`config.mk`:
```
export PLATFORM = sky130hd
export DESIGN_NAME = r2fft_ctrl
export DESIGN_NICKNAME = d
export VERILOG_FILES = /design/src/rtl/r2fft_pkg.sv /design/src/rtl/r2fft_ctrl.sv
export SDC_FILE = /design/constraint.sdc
export NUM_CORES = 1
export LEC_CHECK = 0
export ABC_CLOCK_PERIOD_IN_PS = 4400
export BUFFER_PORTS_ARGS = -buffer_cell sky130_fd_sc_hd__buf_2
export CAP_MARGIN = 5
export CORE_MARGIN = 1.5
export CORE_UTILIZATION = 40
export DETAILED_ROUTE_END_ITERATION = 7
export GPL_TIMING_DRIVEN = 1
export MAX_ROUTING_LAYER = met4
export PLACE_DENSITY = 0.69
export SLEW_MARGIN = 20
export SYNTH_ARGS = -nofsm -noshare
export SYNTH_HDL_FRONTEND = slang
export SYNTH_SLANG_ARGS = --single-unit
```
`constraint.sdc`:
```
create_clock -name clk -period 4.4 [get_ports clk]
set_input_delay 0.22 -clock clk [delete_from_list [all_inputs] [get_ports clk]]
set_output_delay 0.22 -clock clk [all_outputs]
set_load 0.01 [all_outputs]
```
`src/rtl/r2fft_pkg.sv`:
```
// ----------------------------------------------------------------------------
// r2fft_pkg
// Types, constants and twiddle table for the radix-2 FFT unit.
// ----------------------------------------------------------------------------
`default_nettype none
package r2fft_pkg;
    localparam int MaxPoints = 64;
    localparam int AddrW = $clog2(MaxPoints);
    localparam int MaxLog2 = AddrW;
    localparam int DataW = 24;
    localparam int SampleW = 16;
    localparam int TwW = 17;
    localparam int CntW = AddrW + 1;
    localparam int StageW = $clog2(MaxLog2 + 1);
    localparam logic signed [DataW-1:0] SatMax = 24'sd8388607;
    localparam logic signed [DataW-1:0] SatMin = -24'sd8388608;

    typedef logic signed [DataW-1:0] data_t;

    // Controller to datapath commands.
    typedef struct packed {
        logic              load;       // write input sample at load address
        logic [AddrW-1:0]  load_addr;
        logic              rd;         // read pair for butterfly
        logic              rd_load;    // take the pair from the load store
        logic [AddrW-1:0]  ld_a;       // bit-reversed load store addresses
        logic [AddrW-1:0]  ld_b;
        logic [AddrW-1:0]  addr_a;
        logic [AddrW-1:0]  addr_b;
        logic [7:0]        tw_idx;
        logic              wb;         // write butterfly result
        logic              emit_rd;    // read bin for output
        logic [AddrW-1:0]  emit_addr;
    } ctl_cmd_t;

    typedef struct packed {
        logic out_busy;  // output register holds, or awaits, an untaken bin
    } dp_stat_t;

    function automatic logic [TwW-1:0] sine_rom(input logic [6:0] m);
        logic [TwW-1:0] v;
        unique case (m)
            7'd0: v = 17'd0;     7'd1: v = 17'd804;   7'd2: v = 17'd1608;
            7'd3: v = 17'd2411;  7'd4: v = 17'd3212;  7'd5: v = 17'd4011;
            7'd6: v = 17'd4808;  7'd7: v = 17'd5602;  7'd8: v = 17'd6393;
            7'd9: v = 17'd7180;  7'd10: v = 17'd7962; 7'd11: v = 17'd8740;
            7'd12: v = 17'd9512; 7'd13: v = 17'd10279; 7'd14: v = 17'd11039;
            7'd15: v = 17'd11793; 7'd16: v = 17'd12540; 7'd17: v = 17'd13279;
            7'd18: v = 17'd14010; 7'd19: v = 17'd14733; 7'd20: v = 17'd15447;
            7'd21: v = 17'd16151; 7'd22: v = 17'd16846; 7'd23: v = 17'd17531;
            7'd24: v = 17'd18205; 7'd25: v = 17'd18868; 7'd26: v = 17'd19520;
            7'd27: v = 17'd20160; 7'd28: v = 17'd20788; 7'd29: v = 17'd21403;
            7'd30: v = 17'd22006; 7'd31: v = 17'd22595; 7'd32: v = 17'd23170;
            7'd33: v = 17'd23732; 7'd34: v = 17'd24279; 7'd35: v = 17'd24812;
            7'd36: v = 17'd25330; 7'd37: v = 17'd25833; 7'd38: v = 17'd26320;
            7'd39: v = 17'd26791; 7'd40: v = 17'd27246; 7'd41: v = 17'd27684;
            7'd42: v = 17'd28106; 7'd43: v = 17'd28511; 7'd44: v = 17'd28899;
            7'd45: v = 17'd29269; 7'd46: v = 17'd29622; 7'd47: v = 17'd29957;
            7'd48: v = 17'd30274; 7'd49: v = 17'd30572; 7'd50: v = 17'd30853;
            7'd51: v = 17'd31114; 7'd52: v = 17'd31357; 7'd53: v = 17'd31581;
            7'd54: v = 17'd31786; 7'd55: v = 17'd31972; 7'd56: v = 17'd32138;
            7'd57: v = 17'd32286; 7'd58: v = 17'd32413; 7'd59: v = 17'd32522;
            7'd60: v = 17'd32610; 7'd61: v = 17'd32679; 7'd62: v = 17'd32729;
            7'd63: v = 17'd32758; 7'd64: v = 17'd32768;
            default: v = 17'd0;
        endcase
        return v;
    endfunction

    function automatic data_t sat24(input logic signed [DataW+1:0] v);
        if (v > 26'(SatMax)) return SatMax;
        if (v < 26'(SatMin)) return SatMin;
        return v[DataW-1:0];
    endfunction

    // Round a*w/2^15 to nearest, halves up (floor of shifted sum).
    function automatic logic signed [DataW:0] rmul(input data_t a,
                                                  input logic signed [TwW-1:0] w);
        logic signed [DataW+TwW:0] p;
        p = DataW'(0) + (DataW+TwW+1)'(a) * (DataW+TwW+1)'(w) + 41'sd16384;
        return p[DataW+15:15];
    endfunction
endpackage
`default_nettype wire

```
`src/rtl/r2fft_ctrl.sv`:
```
// ----------------------------------------------------------------------------
// r2fft_ctrl
// Sequencer for loading, butterfly stages and bin output.
// ----------------------------------------------------------------------------
`default_nettype none
module r2fft_ctrl (
    input  wire logic                clk,
    input  wire logic                rst_n,
    input  wire logic [2:0]          lg_in,
    input  wire logic                in_fire,
    input  wire r2fft_pkg::dp_stat_t stat,
    output r2fft_pkg::ctl_cmd_t      cmd,
    output logic                     in_ready,
    output logic                     emit_last
);
    localparam logic [1:0] S_LOAD = 2'd0;
    localparam logic [1:0] S_BFLY = 2'd1;
    localparam logic [1:0] S_EMIT = 2'd2;

    localparam int AW = r2fft_pkg::AddrW;
    localparam int CW = r2fft_pkg::CntW;
    localparam int SW = r2fft_pkg::StageW;

    logic [1:0]    state_reg, state_next;
    logic [6:0]    load_cnt_reg, load_cnt_next;
    logic [SW-1:0] lg_reg, lg_next;
    logic [SW-1:0] stage_reg, stage_next;
    logic [CW-1:0] bf_reg, bf_next;
    logic [1:0]    ph_reg, ph_next;
    logic [CW-1:0] em_reg, em_next;
    logic [SW-1:0] lg_eff;
    logic [CW-1:0] n_cur, n_run;
    logic [AW-1:0] half, low, j, a_addr, b_addr;
    logic [AW-1:0] rev_a, rev_b;
    logic [7:0]    twi;

    always_comb
    begin
        lg_eff = SW'(lg_in);
        if (lg_in == 3'd0) lg_eff = SW'(1);
        if (lg_in > 3'(r2fft_pkg::MaxLog2)) lg_eff = SW'(r2fft_pkg::MaxLog2);
        n_cur = CW'(1) << lg_eff;
        n_run = CW'(1) << lg_reg;
    end

    // Butterfly addresses: group bits above the stage bit, j below it.
    always_comb
    begin
        half = AW'(1) << stage_reg;
        low = half - AW'(1);
        j = bf_reg[AW-1:0] & low;
        a_addr = ((bf_reg[AW-1:0] & ~low) << 1) | j;
        b_addr = a_addr | half;
        twi = 8'((16'(j) << (8 - 1)) >> stage_reg);
    end

    // Samples sit in natural order; the first stage reads them bit-reversed
    // over the length latched when the frame completed.
    always_comb
    begin
        rev_a = '0;
        rev_b = '0;
        for (int k = 0; k < AW; k++)
            if (k < int'(lg_reg))
            begin
                rev_a[int'(lg_reg) - 1 - k] = a_addr[k];
                rev_b[int'(lg_reg) - 1 - k] = b_addr[k];
            end
    end

    always_comb
    begin
        state_next = state_reg;
        load_cnt_next = load_cnt_reg;
        lg_next = lg_reg;
        stage_next = stage_reg;
        bf_next = bf_reg;
        ph_next = ph_reg;
        em_next = em_reg;
        cmd = '0;
        cmd.load_addr = AW'(load_cnt_reg);
        cmd.ld_a = rev_a;
        cmd.ld_b = rev_b;
        cmd.addr_a = a_addr;
        cmd.addr_b = b_addr;
        cmd.tw_idx = twi;
        cmd.emit_addr = em_reg[AW-1:0];
        in_ready = 1'b0;
        unique case (state_reg)
            S_LOAD:
            begin
                in_ready = 1'b1;
                if (in_fire)
                begin
                    cmd.load = 1'b1;
                    load_cnt_next = load_cnt_reg + 7'd1;
                    if (7'(load_cnt_reg + 7'd1) >= 7'(n_cur))
                    begin
                        load_cnt_next = '0;
                        lg_next = lg_eff;
                        stage_next = '0;
                        bf_next = '0;
                        ph_next = '0;
                        state_next = S_BFLY;
                    end
                end
            end
            S_BFLY:
            begin
                // Three phases per butterfly: read, multiply, write back.
                unique case (ph_reg)
                    2'd0:
                    begin
                        cmd.rd = 1'b1;
                        cmd.rd_load = (stage_reg == '0);
                        ph_next = 2'd1;
                    end
                    2'd1: ph_next = 2'd2;
                    default:
                    begin
                        cmd.wb = 1'b1;
                        ph_next = 2'd0;
                        if (bf_reg == (n_run >> 1) - CW'(1))
                        begin
                            bf_next = '0;
                            if (stage_reg == lg_reg - SW'(1))
                            begin
                                em_next = '0;
                                state_next = S_EMIT;
                            end
                            else
                                stage_next = stage_reg + SW'(1);
                        end
                        else
                            bf_next = bf_reg + CW'(1);
                    end
                endcase
            end
            default:
            begin
                if (!stat.out_busy)
                begin
                    cmd.emit_rd = 1'b1;
                    em_next = em_reg + CW'(1);
                    if (em_reg == n_run - CW'(1))
                        state_next = S_LOAD;
                end
            end
        endcase
    end

    assign emit_last = (em_reg == n_run - CW'(1));

    always_ff @(posedge clk or negedge rst_n)
    begin
        if (!rst_n)
        begin
            state_reg <= S_LOAD;
            load_cnt_reg <= '0;
            lg_reg <= SW'(1);
            stage_reg <= '0;
            bf_reg <= '0;
            ph_reg <= '0;
            em_reg <= '0;
        end
        else
        begin
            state_reg <= state_next;
            load_cnt_reg <= load_cnt_next;
            lg_reg <= lg_next;
            stage_reg <= stage_next;
            bf_reg <= bf_next;
            ph_reg <= ph_next;
            em_reg <= em_next;
        end
    end
endmodule
`default_nettype wire

```
* Yosys cells after proc, flatten, opt, wreduce, memory -nomap -nowiden
Index checks and enable logic that the tools add are counted.
** Word-level totals
- Register bits :: 31
- Bits of input ports :: 7
- Output and inout port bits :: 51
** Operators by class
- Add/subtract/negate cells :: 14
- Magnitude comparators :: 20
- Equal/unequal tests :: 13
- Shifts and indexed selects :: 4
- Muxes and demuxes :: 74
- Bitwise gates (word level) :: 8
- Reductions and logical operators :: 21
** Operators by type and width (number)
- $ge 32x1->1 const B :: 4
- $lt 32x5->1 const B :: 4
- $mux 6 :: 12
- $mux 7 :: 9
- $bwmux 6 :: 10
- $pmux 7 s2 :: 2
- $mux 2 :: 11
- $add 7x1->7 const B :: 3
- $mux 3 :: 7
- $and 6x6->6 :: 3
- $demux 1 s3 :: 6
- $eq 7x7->1 :: 2
- $shl 1x3->7 const A :: 2
- $mux 1 :: 13
- $shr 13x3->8 :: 1
- $ne 2x2->1 const B :: 6
- $or 6x6->6 :: 2
- $pmux 2 s2 :: 3
- $sub 4x3->5 const B :: 2
- $sub 4x4->5 const B :: 2
- $ge 7x7->1 :: 1
- $reduce_and 7->1 :: 1
- $sub 6x1->7 const B :: 1
- $sub 7x1->7 const B :: 1
- other kinds (33) :: 46

* Logic depth before layout (Yosys ltp)
Gate-level depths: netlist (run 1).
- Depth after elaboration :: 18
- Mapped depth :: 12
- Depth with buffers taken out :: 11

* Worst setup path before layout (run 1)
No wires, ideal clock.
- Kind :: reg2reg
- From :: register lg_reg[0]
- To :: register state_reg[1]
- Data arrival time :: 3.212 ns
- Data required time :: 4.242 ns
- Setup slack :: 1.030 ns
- Cell stages (with the launch flop) :: 12
- Path buffers :: 2
- Period minus slack after synthesis :: 3.370 ns
- Cells stage by stage :: dfstp_2 > inv_1 > clkbuf_1 > ha_1 > buf_6 > or2b_1 > ha_1 > or3b_2 > o221ai_1 > xor2_1 > a2111oi_1 > o221ai_1
** On the way
- Cells in the longest elaborated chain, start to end :: 5
- Elaborated cells on any way between the ends :: 11
- Classes of those cells :: add/sub: 3; eq/ne: 5; shift: 1; reduce/logical: 2
** RTL lines
- from (decl) :: RTL line r2fft_ctrl.sv:26 : logic [SW-1:0] lg_reg, lg_next;
- from (signal assigned) :: RTL line r2fft_ctrl.sv:170 : lg_reg <= lg_next;
- $shl 1x3->7 :: RTL line r2fft_ctrl.sv:43 : n_run = CW'(1) << lg_reg;
- $sub 7x1->7
- $eq 7x7->1
- net emit_last :: RTL line r2fft_ctrl.sv:14 : output logic emit_last
- $reduce_bool 3->1 (no source line)
- $reduce_and 7->1 (no source line)
- to (signal assigned) :: RTL line r2fft_ctrl.sv:168 : state_reg <= state_next;
- to (decl) :: RTL line r2fft_ctrl.sv:24 : logic [1:0] state_reg, state_next;
The timed path passes the listed nets, and every way through them passes these cells.
A chain may end at the register's enable or synchronous reset.

* Final worst setup path (run 1)
- From :: register lg_reg[0]
- To :: output emit_last
** On the way
- Cells in the longest elaborated chain, start to end :: 3
** RTL lines
- $shl 1x3->7 :: RTL line r2fft_ctrl.sv:43
- $sub 7x1->7 :: RTL line r2fft_ctrl.sv:152 : assign emit_last = (em_reg == n_run - CW'(1));
- $eq 7x7->1 :: RTL line r2fft_ctrl.sv:152
- to (decl) :: RTL line r2fft_ctrl.sv:14
Every way passes these cells.

==> flow_summary.json, run 1 <==
{
  "grt_pass1_vias": 3606,
  "grt_overflow_total": 0,
  "die_h_um": 99.7,
  "port_buffers": 57,
  "p_comb_share_pct": 31.4,
  "synth_area_per_cell_sq_um": 7.40,
  "cts_sinks": 31,
  "yosysMostFrequentCell": "nand2_1",
  "cts_resized": 0,
  "final_core_utilization_pct": 44.7,
  "postCtsHoldBufs": 0,
  "seqPwrFrac_pct": 36.3,
  "power.density_nw_per_um2": 257,
  "core_area_sq_um": 9150,
  "cp-start-kind": "flip-flop",
  "grt_usage_pct": 22.0,
  "clock_latency_ns": 0.29,
  "sw_frac_of_total_pct": 34.6,
  "clockBufferDepth": 2,
  "multi_input_area_sq_um": 2660,
  "synthesis.nets": 536,
  "tightest_slew_ns": 0.714,
  "p_int_mw": 0.689,
  "numCtsBuffers": 5,
  "yosys.area_share.simple_pct": 28.9,
  "initial_core_util_pct": 40.9,
  "ys_ff_latch": 31,
  "status": "finished with violations",
  "antenna-diode-count": 0,
  "synthTopCellsByCount": "nand2_1, o21ai_0, nor2_1, dfrtp_1, a21oi_1",
  "cp-end-kind": "primary output",
  "yosysTopAreaCellShare_pct": 20.1,
  "gp_congestion": 0.956,
  "rsz0062_at_grt": "false",
  "synth_warnings": 0,
  "ys_top_cells_by_area": "dfrtp_1, ha_1, nand2_1",
  "finalCritPeriodShare_pct": 91.5,
  "slowest_stage": "dfstp_2",
  "path_common_cell": "ha_1",
  "path_class": "flip-flop to primary output",
  "fin_crit_ns": 4.03,
  "skew_ns": 0.00603,
  "die_w_um": 99.7,
  "drive_above_1_share_pct": 16.1,
  "fillCellCount": 922,
  "path_cells": "inv_1 -> ha_1 -> or2b_1 -> ha_1 -> or3b_2 -> o221ai_1 -> xor2_1 -> a2111oi_1 -> buf_2",
  "critPathTopFamily": "compound AO/OA/AOI/OAI gates",
  "grt_max_degree": 32,
  "hold_path.class": "primary input to asynchronous set/reset pin",
  "drt_iter0_drc": 262,
  "synth_cell_types": 70,
  "synthArstFlopShare_pct": 100,
  "synth.area.mux_share_pct": 1.91,
  "switchingPower_mw": 0.364,
  "post-cts-setup-buffers": 0,
  "rows": 35,
  "clkPwrFrac_pct": 32.3,
  "p_leak_nw": 1.83,
  "synth_xor_area_share_pct": 5.61,
  "cts.clk_slew.worst_paths_ns": 0.07,
  "drv_slew": 0,
  "maxSlewHeadroom_pct": 52.4,
  "die_area_sq_um": 9950,
  "yosysTopAreaCell": "dfrtp_1",
  "synth-compound-area-share_pct": 26.8,
  "worstPathRequired_ns": 4.18,
  "ff_latch_area_sq_um": 777,
  "syn_inst": 506,
  "vias": 3902,
  "nets": 562,
  "synth_edf_count": 0,
  "holdWs_ns": -0.0134,
  "firstDrtPassIters": 5,
  "drv_cap": 0,
  "cpPeakStageDelay_ns": 0.73,
  "cts_tree": "done",
  "fin_setup_tns_ns": 0,
  "fmax_ghz": 0.248,
  "wire_per_inst_um": 16.3,
  "cp.arrival_ns": 3.81,
  "ant_nets": 0,
  "violations": "negative hold slack",
  "cp_num_buf_inv": 2,
  "syn2layout_area_growth_pct": 9.39,
  "synthAdderAreaFrac_pct": 7.69,
  "total_power_mw": 1.05,
  "crit_fanout": 17,
  "grt_first_pass_wirelength_um": 17700,
  "drc": 0,
  "syn-cell-area_sq_um": 3740,
  "hold_viol": 30,
  "place_hpwl_um": 7780,
  "antenna_found_initial": 0,
  "htreeDepth": 2,
  "io_pins": 58,
  "seq_area_frac_synth_pct": 20.8,
  "cts-root-buf": "clkbuf_8",
  "via_per_inst": 6.06,
  "synth_top_family_by_area": "simple AND/OR/NAND/NOR gates",
  "setup_viol": 0,
  "vdd_drop_max_v": 0.000127,
  "wirelength_um": 10500,
  "synthFlopType": "dfrtp_1"
}
through the flow:
step / instance area (sq um) / cells / setup WS (ns)
after detailed placement: 3960 / 636 / 0.663
after floorplan: 3740 / 506 / 1.03
after global placement: 3960 / 636 / 0.784
final: 4100 / 644 / 0.373
after CTS: 4100 / 644 / 0.353
after global routing: 4100 / 644 / 0.105
area by class of cell:
class	count	area share, %
multi-input cells	412	64.9
flip-flops and latches	31	19.0
repair buffers	60	7.52
well taps	111	3.39
inverters	22	2.02
clock buffers	6	1.77
clock inverters	2	1.47
path summary, 6_finish.rpt:
| path | from | endpoint | slack [ns] | depth (start not counted) |
|---|---|---|---|---|
| worst max register to register | lg_reg[0] | bf_reg[6] | 0.57 | 10 |
| min in group clk | stat | state_reg[1] | 0.20 | 3 |
| worst min-delay path | rst_n | lg_reg[2] | -0.01 | 1 |
| max in group asynchronous | rst_n | bf_reg[5] | 3.96 | 1 |
| worst max-delay path | lg_reg[0] | emit_last | 0.37 | 9 |
| worst min register to register | load_cnt_reg[6] | load_cnt_reg[6] | 0.53 | 2 |
routing by layer:
metal  vias up  share of wire (%)  routed length, um  track usage (%)
met2       139                 50               5230             35.7
met4         0                1.6                166             5.85
li1       1880                  -                  -                -
met5         -                  0                  0                -
met1      1861                 43               4480             29.0
met3        22                5.9                615             3.02
power by group through the flow:
stage / Sequential (mW) / Clock (mW) / Combinational (mW)
2_1_floorplan: 0.362 / 0 / 0.267
3_3_place_gp: 0.386 / 0 / 0.321
3_5_place_dp: 0.388 / 0 / 0.329
4_1_cts: 0.382 / 0.343 / 0.331
5_1_grt: 0.390 / 0.358 / 0.368
6_report: 0.382 / 0.340 / 0.330
cell families (layout without fill, tap and decap cells):
| logic type | Yosys count | in the layout |
|---|---|---|
| compound gates | 152 | 152 |
| xor+xnor | 24 | 24 |
| other cells | 1 | 1 |
| mux | 7 | 7 |
| buf+inv | 63 | 90 |
| simple gates | 205 | 205 |
| fa+ha+maj | 23 | 23 |
| flops | 31 | 31 |
cell usage in the layout, fill, tap and decap left out, types with 4 or more instances in the layout:
| cell | Yosys | routed |
|---|---|---|
| o221ai_1 | 5 | 5 |
| xnor2_1 | 13 | 13 |
| nor4_1 | 6 | 6 |
| and2_1 | 8 | 8 |
| o22ai_1 | 9 | 9 |
| a211oi_1 | 4 | 4 |
| ha_1 | 23 | 23 |
| a31oi_1 | 9 | 9 |
| nor2b_1 | 11 | 11 |
| o21a_1 | 6 | 6 |
| or3_1 | 4 | 4 |
| or3b_2 | 4 | 4 |
| nand2_1 | 60 | 60 |
| nand3b_1 | 4 | 4 |
| a221o_1 | 4 | 4 |
| o21ai_0 | 45 | 45 |
| nor3_1 | 12 | 12 |
| a22oi_1 | 7 | 7 |
| dfrtp_1 | 30 | 30 |
| nand3_1 | 25 | 25 |
| mux2i_1 | 6 | 6 |
| inv_1 | 20 | 20 |
| o2bb2ai_1 | 7 | 7 |
| buf_2 | 5 | 57 |
| o31ai_1 | 4 | 4 |
| a21oi_1 | 28 | 28 |
| nor2_1 | 32 | 32 |
| nand2b_1 | 15 | 15 |
| xor2_1 | 11 | 11 |
| clkbuf_8 | 0 | 5 |
Note: power is estimated with default switching activity, not from simulation.
==> inputs of run 2 (changes only) <==
- CORE_MARGIN: 1.5 -> not set
==> run 2 against run 1 <==
Effect of this change: the flow still finishes with violations (negative hold slack); cell count decreased by 0.47%; combinational power is essentially flat; non-clock buffer count unchanged; maximum frequency down 0.55%; power decreased by 10%; hold slack worse by 0.0036 ns; critical path depth unchanged; highest routed layer unchanged.
==> flow_summary.json, run 2 (synthesis results as in run 1) <==
{
  "status": "finished with violations",
  "violations": "negative hold slack",
  "path_cells": "inv_1 -> ha_1 -> or2b_1 -> ha_1 -> or3b_2 -> o221ai_1 -> xor2_1 -> a2111oi_1 -> buf_2",
  "drc": 0,
  "antenna_found_initial": 0,
  "p_leak_nw": 1.81,
  "die_w_um": 98.7,
  "cp_num_buf_inv": 2,
  "path_class": "flip-flop to primary output",
  "grt_first_pass_wirelength_um": 17600,
  "maxSlewHeadroom_pct": 51.6,
  "slowest_stage": "dfstp_2",
  "drv_slew": 0,
  "cts.clk_slew.worst_paths_ns": 0.07,
  "cp-start-kind": "flip-flop",
  "grt_usage_pct": 22.6,
  "postCtsHoldBufs": 0,
  "critPathTopFamily": "compound AO/OA/AOI/OAI gates",
  "finalCritPeriodShare_pct": 92.0,
  "wire_per_inst_um": 16.2,
  "initial_core_util_pct": 42.1,
  "post-cts-setup-buffers": 0,
  "ant_nets": 0,
  "fin_setup_tns_ns": 0,
  "cts_tree": "done",
  "power.density_nw_per_um2": 233,
  "cts-root-buf": "clkbuf_8",
  "fin_crit_ns": 4.05,
  "drive_above_1_share_pct": 16.1,
  "drv_cap": 0,
  "cts_sinks": 31,
  "place_hpwl_um": 7710,
  "vias": 3874,
  "layout_commonest_cell": "nand2_1",
  "fmax_ghz": 0.247,
  "port_buffers": 57,
  "grt_pass1_vias": 3636,
  "cpPeakStageDelay_ns": 0.72,
  "grt_max_degree": 32,
  "final_cell_mix": "nand2_1, buf_2, o21ai_0, nor2_1, dfrtp_1",
  "clock_latency_ns": 0.29,
  "rsz0062_at_grt": "false",
  "worstPathRequired_ns": 4.18,
  "nets": 562,
  "cp-end-kind": "primary output",
  "wirelength_um": 10400,
  "tightest_slew_ns": 0.726,
  "die_area_sq_um": 9750,
  "hold_path.class": "primary input to asynchronous set/reset pin",
  "drt_iter0_drc": 234,
  "crit_fanout": 17,
  "hold_viol": 30,
  "cp.arrival_ns": 3.83,
  "vdd_drop_max_v": 0.000244,
  "numCtsBuffers": 5,
  "skew_ns": 0.00748,
  "setup_viol": 0,
  "cts_resized": 0,
  "clockBufferDepth": 2,
  "via_per_inst": 6.04,
  "path_common_cell": "ha_1",
  "holdWs_ns": -0.0170,
  "die_h_um": 98.7,
  "rows": 34,
  "final_core_utilization_pct": 45.5,
  "core_area_sq_um": 8890,
  "firstDrtPassIters": 5,
  "io_pins": 58,
  "grt_overflow_total": 0,
  "gp_congestion": 0.923,
  "antenna-diode-count": 0,
  "htreeDepth": 2,
  "syn2layout_area_growth_pct": 8.02
}
[run 2: cell types whose count changed in the layout (fill, tap and decap cells not counted), sizes merged]
cell	delta
clkinvlp	+1
clkinv	+1
bufinv	-2
[run 2: layout make-up]
cell class | count | area [sq um]
clock buffer | 6 | 72.6
multi-input combinational | 412 | 2660
fill | 920 | 4850
sequential | 31 | 777
clock inverter | 2 | 12.5
inverter | 22 | 82.6
tap | 108 | 135
timing repair buffer | 60 | 308
[run 2: worst paths after layout]
| path | startpoint | endpoint | slack, ns | cells past startpoint |
|---|---|---|---|---|
| max in group asynchronous | rst_n | lg_reg[2] | 3.95 | 1 |
| max | lg_reg[0] | emit_last | 0.35 | 9 |
| min reg2reg | load_cnt_reg[6] | load_cnt_reg[6] | 0.52 | 2 |
| min | rst_n | load_cnt_reg[0] | -0.02 | 1 |
| max reg2reg | lg_reg[0] | stage_reg[2] | 0.60 | 10 |
| min in group clk | stat | state_reg[1] | 0.18 | 3 |
[run 2: power by group]
part / switching [mW] / total [mW] / leakage [nW] / internal (mW)
Sequential: 0.0696 / 0.386 / 0.348 / 0.316
Combinational: 0.185 / 0.331 / 1.42 / 0.146
Clock: 0.117 / 0.227 / 0.0412 / 0.110
[run 2: per-layer routing]
| layer | global-route usage, % | up-vias | routed length (um) |
|---|---|---|---|
| met1 | 29.5 | 1846 | 4690 |
| li1 | - | 1878 | - |
| met5 | - | - | 0 |
| met2 | 36.5 | 140 | 4960 |
| met4 | 6.20 | 0 | 102 |
| met3 | 3.12 | 10 | 644 |
[run 2: per-stage QoR]
step                      area (sq um)  power, mW  hold WS, ns  cells  setup slack, ns
after floorplan                   3740      0.630      -0.0756    506             1.03
after global placement            3960      0.707        0.308    633            0.801
after detailed placement          3960      0.718        0.313    633            0.682
after CTS                         4040      0.944      0.00350    641            0.381
after global routing              4040       1.00       0.0265    641           0.0735
final                             4040      0.944      -0.0170    641            0.351
==> inputs of run 3 (changes only) <==
- REMOVE_ABC_BUFFERS: not set -> 1
==> run 3 against run 2 <==
Effect of this change: the flow now finishes without violations; final area grew 0.46%; first-iteration DRC count is 3.4% lower; largest cell class unchanged; clock power increased by 13%; routed wire length decreased by 1.6%; critical endpoint unchanged; sequential share of layout area shrank 0.089 points.
==> flow_summary.json, run 3 (synthesis results as in run 1) <==
{
  "drt_iter0_drc": 226,
  "core_area_sq_um": 8890,
  "gp_congestion": 0.925,
  "maxSlewHeadroom_pct": 35.5,
  "fin_setup_tns_ns": 0,
  "vdd_drop_max_v": 0.000209,
  "cts_sinks": 31,
  "place_hpwl_um": 7560,
  "hold_path.class": "primary input to flip-flop",
  "hold_viol": 0,
  "antenna_found_initial": 0,
  "firstDrtPassIters": 5,
  "vias": 3838,
  "cts_tree": "done",
  "final_cell_mix": "nand2_1, buf_2, o21ai_0, nor2_1, dfrtp_1",
  "initial_core_util_pct": 42.1,
  "grt_max_degree": 33,
  "grt_pass1_vias": 3437,
  "wirelength_um": 10200,
  "dp.cells": 631,
  "rsz0062_at_grt": "false",
  "antenna-diode-count": 0,
  "fillCellCount": 900,
  "cp-start-kind": "flip-flop",
  "htreeDepth": 2,
  "crit_fanout": 17,
  "clockBufferDepth": 2,
  "p_leak_nw": 1.81,
  "rows": 34,
  "skew_ns": 0.00575,
  "cts-root-buf": "clkbuf_8",
  "die_area_sq_um": 9750,
  "grt_overflow_total": 0,
  "grt_first_pass_wirelength_um": 17000,
  "via_per_inst": 6.00,
  "post-cts-setup-buffers": 0,
  "wire_per_inst_um": 16.0,
  "fin_crit_ns": 3.88,
  "setup_viol": 0,
  "tightest_slew_ns": 0.968,
  "io_pins": 58,
  "cp.arrival_ns": 3.66,
  "cp-end-kind": "primary output",
  "grt_usage_pct": 21.9,
  "cts.clk_slew.worst_paths_ns": 0.07,
  "status": "finished clean",
  "path_class": "flip-flop to primary output",
  "port_buffers": 57,
  "die_h_um": 98.7,
  "drc": 0,
  "total_power_mw": 0.971,
  "drive_above_1_share_pct": 16.2,
  "r2r_slack_ns": 0.60,
  "finalCritPeriodShare_pct": 88.2,
  "fmax_ghz": 0.258,
  "drv_slew": 0,
  "drv_cap": 0,
  "power.density_nw_per_um2": 239,
  "die_w_um": 98.7,
  "fin_cells": 640,
  "ant_nets": 0,
  "numCtsBuffers": 5,
  "clock_latency_ns": 0.29,
  "nets": 561,
  "syn2layout_area_growth_pct": 8.52,
  "worstPathRequired_ns": 4.18,
  "layout_commonest_cell": "nand2_1"
}
==> run 3: final timing paths <==
path / start / endpoint / depth (start not counted)
min: stat / state_reg[1] / 3
max: lg_reg[0] / emit_last / 10
min in group asynchronous: rst_n / em_reg[1] / 2
max in group asynchronous: rst_n / lg_reg[1] / 2
min reg2reg: load_cnt_reg[6] / load_cnt_reg[6] / 2
max reg2reg: lg_reg[0] / stage_reg[2] / 10
==> run 3: metal layers <==
layer / vias up / wire length [um] / track usage (%)
li1: 1875 / - / -
met1: 1794 / 4740 / 29.6
met2: 160 / 4730 / 34.7
met3: 9 / 683 / 2.62
met4: 0 / 74 / 5.97
met5: - / 0 / -
==> run 3: critical path: stages (launching register included) <==
cell and delay (ns):
dfstp_2 0.71, inv_1 0.27, ha_1 0.45, nand2_1 0.16
ha_1 0.26, nor3b_1 0.34, xor2_1 0.11, nor4_1 0.24
a31oi_1 0.08, a2111oi_2 0.54, buf_2 0.22
==> run 3: power by group <==
part           total, mW  switching [mW]  internal [mW]  leakage (nW)
sequential         0.386          0.0704          0.316         0.348
combinational      0.328           0.182          0.146          1.41
clock              0.256           0.114          0.142        0.0505
total              0.971           0.367          0.604          1.81
==> run 3: metrics by stage <==
stage	hold WS (ns)	setup WS [ns]	instance area [sq um]	utilization, %
after floorplan	-0.0756	1.01	3520	-
after global placement	0.304	0.751	3940	44.4
after detailed placement	0.310	0.663	3940	44.4
after CTS	0.185	0.357	4060	45.6
after global routing	0.214	0.198	4060	45.7
final	0.193	0.521	4060	45.7
==> run 3: cell type report <==
cell class / instances / area, sq um / area share [%]
timing repair buffer: 59 / 303 / 7.45
tap: 108 / 135 / 3.33
multi-input combinational: 412 / 2660 / 65.5
inverter: 22 / 82.6 / 2.03
clock buffer: 7 / 96.3 / 2.37
sequential: 31 / 777 / 19.1
clock inverter: 1 / 7.51 / 0.185
==> run 3: repair_timing <==
action	in CTS	in global routing
gates resized for setup	0	1
endpoints found under the setup margin	0	1
hold endpoints to repair	18	0
hold buffers	1	0
